[src/hw/rtl/pai_ram.sv]
// Generic single-write, single-read RAM with registered read data.
module pai_ram #(
    parameter int WIDTH = 8,
    parameter int DEPTH = 16
) (
    input  logic                                   i_clk,
    input  logic                                   i_we,
    input  logic [((DEPTH > 1) ? $clog2(DEPTH) : 1)-1:0] i_waddr,
    input  logic [WIDTH-1:0]                       i_wdata,
    input  logic [((DEPTH > 1) ? $clog2(DEPTH) : 1)-1:0] i_raddr,
    output logic [WIDTH-1:0]                       o_rdata
);
    logic [WIDTH-1:0] r_mem [DEPTH];
    logic [WIDTH-1:0] r_rdata;

    always_ff @(posedge i_clk) begin
        if (i_we) begin
            r_mem[i_waddr] <= i_wdata;
        end
        r_rdata <= r_mem[i_raddr];
    end

    assign o_rdata = r_rdata;
endmodule

[config.mk]
export PLATFORM = sky130hd
export DESIGN_NAME = pai_ram
export DESIGN_NICKNAME = d
export VERILOG_FILES = /design/src/hw/rtl/pai_ram.sv
export SDC_FILE = /design/constraint.sdc
export NUM_CORES = 1
export LEC_CHECK = 0
export ABC_CLOCK_PERIOD_IN_PS = 2800
export BUFFER_PORTS_ARGS = -buffer_cell sky130_fd_sc_hd__buf_4
export CORE_ASPECT_RATIO = 0.8
export CORE_UTILIZATION = 46
export DETAILED_ROUTE_END_ITERATION = 8
export GPL_ROUTABILITY_DRIVEN = 0
export MAX_ROUTING_LAYER = met4
export PLACE_DENSITY = 0.61
export SLEW_MARGIN = 40
export SYNTH_ARGS = -nofsm -noshare
export SYNTH_HDL_FRONTEND = slang
export SYNTH_SLANG_ARGS = --single-unit
export TNS_END_PERCENT = 10
[constraint.sdc]
create_clock -name i_clk -period 2.8 [get_ports i_clk]
set_input_delay 0.56 -clock i_clk [delete_from_list [all_inputs] [get_ports i_clk]]
set_output_delay 0.56 -clock i_clk [all_outputs]
set_load 0.02 [all_outputs]
### Word-level counts from Yosys, hierarchy flattened

Memory sizes are Yosys's and may differ from the RTL's. A register that Yosys moved wholly into a read port is not among the register bits.
Cells that the tools add are included.

| storage, ports and cells | value |
|---|---|
| register bits | 0 |
| output and inout port bits | 8 |
| RAM bits | 128 |
| memories kept | 1 |
| bits of input ports | 18 |

| cells by class | value |
|---|---|
| mux-type cells | 2 |

Memories:

| memory | words | width | read ports | clocked after Yosys merged registers in | write ports | line | RTL |
|---|---|---|---|---|---|---|---|
| r_mem | 16 | 8 | 1 | 1 | 1 | 13 | `logic [WIDTH-1:0] r_mem [DEPTH];` |

Operator list:

| cell | number |
|---|---|
| $mux 1 | 2 |

### Depth between registers and ports, before layout

| depth | value |
|---|---|
| word-level depth | 2 |
| gate-level depth with buffers | 5 |

### Least setup slack after synthesis

No wires, ideal clock.

| path | value |
|---|---|
| kind | input-to-reg |
| from | in i_waddr[2] (netlist name) |
| to | mem r_mem[0][0], enable pin |
| stages on the path | 2 |
| arrival | 1.670 ns |
| setup slack | 0.747 ns |
| library setup time | 0.383 ns |
| cell sequence | or3b_2 > nor3_1 |

RTL lines:

| what | line | RTL |
|---|---|---|
| start: declaration | 8 | `input logic [((DEPTH > 1) ? $clog2(DEPTH) : 1)-1:0] i_waddr,` |
| end: declaration | 13 |  |

Straight into the memory's write port.

==> results.txt <==
* I/O Pins: 26
* TritonCTS clock tree: done
- Setup fix buffers added after clock tree synthesis: 0
- Drt wl/cell: 21.7 um
- The root buffer cell chosen for the clock tree is sky130_fd_sc_hd__clkbuf_16.
- The initial utilization of the core area, before any placement, comes to a little under half.
* Total routing resource utilization after global routing: between 10% and 20%
- Measured along the x axis, the die boundary spans 120 um.
- Quantity of I/O buffers inserted on ports: 25
- Max-cap violations in this run came to 0.
* Clock buffers created by TritonCTS: 17
- Post-route DRC: 0
- Post-cts hold buffer count: 0
- Net count reported at finish: about 300
* Count of yosys warnings during synthesis: 0
- For this design the ratio of total power to cell area is 758 mW/mm2.
- Gate Count Post-Synth: about 230
* Hold Crit Class: primary input to flop
* Core region area: 0.0109 mm2
- Summed over all failing endpoints, the final setup total negative slack is 0 ps.
* Number of clock sinks seen by CTS: around 140
* Commonest non-fill, non-tap cell in the layout: sky130_fd_sc_hd__edfxtp_1
- Max Freq: a little under 0.6 GHz
- Nature of the critical path startpoint: primary input
* Layout filler cell count: 847
* Final setup viols: 0
* Portion of the clock cycle consumed by the worst path in the final layout: about three fifths
- Tightest Pin Transition: between 700 and 800 ps
* Synthesized area: 0.00515 mm2
- Each instance of the synthesized netlist takes up on average about 22 um2.
* Worst skew pair latency: ~400 ps
* Maximum ir drop on the vdd rail: between 0.4 and 0.5 mV
* Pin count of the biggest net entering global routing: 33
- In this run the static leakage power is about 2.1 nW.
* Worst clock skew on the final layout: approximately 6.3 ps
* Result of the run: finished, final reports clean
* Kind of critical path: primary input to flop
- Cells resized by post-CTS repair: 0
- #FFs+latches synth: ~140
- The routed design has 9470 um of wire.
* Data required time at the worst endpoint: 3080 ps
- Via density per instance: 5.52
* Length of the first detailed-routing pass in iterations: 4
- The initialized floorplan defines 34 standard-cell rows.
* Clock-pin slew on the worst setup and hold paths: about 60 ps
* Final hold slack: 468 ps
- Fraction of the yosys area taken by sequential cells: ~78%
* Number of antenna violations at the first check in global routing: 0
* Via count: 2411
* Final min period: ~1700 ps
- Antenna violation net count after detailed routing: 0
- ANT cells: 0
- Number of hold violations in the final report: 0
- The die covers about 0.012 mm2.
* Commonest cells after routing, fill and taps aside: sky130_fd_sc_hd__edfxtp_1 (128), sky130_fd_sc_hd__buf_4 (41), sky130_fd_sc_hd__mux4_2 (18)
- Data on the critical path arrives at its endpoint at about 2000 ps.
- Power comes to ~4.6 mW.
- Register-to-register setup slack: 1450 ps
- The number of global-route vias before repair came to around 2500.
- The floorplan step set the die height to 96.6 um.
- Setup repair after global routing left no endpoint under its margin.
- After the first detailed-routing iteration, the DRC count stood at 250.
* Critical Path Sink Type: flop
* Share of final-layout standard cells stronger than drive strength 1: 30.4%
* Final Slew Violations: 0
* Total gr overflow: 0
- First-pass GRT wire length: ~15000 um
* Crit path max fanout: 19
* Area growth, synth to finish: 19.2%
- Number of nets in the synthesized netlist: 247
* Buffer levels on the longest clock path: 2
* Final HPWL DP: 5820 um
- CTS built an H-tree with a depth of 4.
* Slew headroom: about 52%
- Count of unique library cells instantiated by Yosys: 19
[final timing paths]
kind	to	start	depth (start not counted)
worst max-delay path	o_rdata[2]	i_raddr[0]	5
worst min-delay path	r_mem[0][3]	i_wdata[3]	1
worst max register to register	o_rdata[0]	r_mem[10][0]	3
worst min register to register	o_rdata[3]	r_mem[7][3]	3
[cells by family after synthesis]
family                 after synthesis  share of synthesized area [%]
AOI/OAI and AO/OA                   16                           2.33
buffers and inverters               10                           1.68
DFF                                136                           77.8
muxes                               32                           15.0
and+or+nand+nor                     35                           3.18
[layout make-up]
class,count,area (um2),area share [%]
well taps,144,180,2.94
flip-flops and latches,136,4000,65.3
repair buffers,42,328,5.34
multi-input cells,83,1060,17.2
clock buffers,23,468,7.63
clock inverters,9,98.8,1.61
[sequential cells by signal (all words and copies together), names as in the netlist]
name	cells
o_rdata	8
r_mem	128
[through the flow]
stage               instance area [um2]  util, %  setup slack, ps  std cells
CTS                                6140     56.3             1100        437
finish                             6140     56.3             1120        437
floorplan                          5150        -              747        229
detailed placement                 5570     51.1              667        405
global route                       6140     56.3             1010        437
global placement                   5570     51.1              681        405
[synthesized netlist by cell type]
library cell | count | share of area [%]
sky130_fd_sc_hd__and2b_1 | 1 | 0.15
sky130_fd_sc_hd__nor2b_1 | 1 | 0.12
sky130_fd_sc_hd__nand3b_1 | 2 | 0.29
sky130_fd_sc_hd__nor3_1 | 4 | 0.39
sky130_fd_sc_hd__nand3_1 | 1 | 0.097
sky130_fd_sc_hd__mux4_2 | 18 | 7.9
sky130_fd_sc_hd__and2_1 | 1 | 0.12
sky130_fd_sc_hd__nand2_1 | 9 | 0.66
sky130_fd_sc_hd__buf_2 | 3 | 0.29
sky130_fd_sc_hd__edfxtp_1 | 128 | 75
sky130_fd_sc_hd__buf_4 | 1 | 0.15
sky130_fd_sc_hd__nand2b_1 | 2 | 0.24
sky130_fd_sc_hd__a22oi_1 | 16 | 2.3
sky130_fd_sc_hd__dfxtp_1 | 8 | 3.1
sky130_fd_sc_hd__mux4_1 | 14 | 7.1
sky130_fd_sc_hd__or3b_2 | 1 | 0.17
sky130_fd_sc_hd__clkdlybuf4s25_2 | 3 | 0.58
sky130_fd_sc_hd__buf_6 | 3 | 0.66
sky130_fd_sc_hd__nor2_1 | 13 | 0.95
[metal layers]
layer  up-vias  track usage, %  part of all wire, %
met2        99            25.8                   45
li1       1077               -                    -
met5         -               -                    0
met3         7            5.31                  8.1
met1      1228            27.2                   46
met4         0            5.70                 0.82
[worst max-delay path: stages]
cell,delay (ps)
sky130_fd_sc_hd__buf_4,260
sky130_fd_sc_hd__buf_12,230
sky130_fd_sc_hd__mux4_1,560
sky130_fd_sc_hd__a22oi_1,260
sky130_fd_sc_hd__nand2_1,70
[where the power goes]
part           total, mW  switching, mW  internal [mW]
logic              0.233          0.131          0.103
registers           2.29         0.0117           2.28
clock network       2.13          0.777           1.35
total               4.65          0.919           3.73
Power figures use the tool's default switching activity.
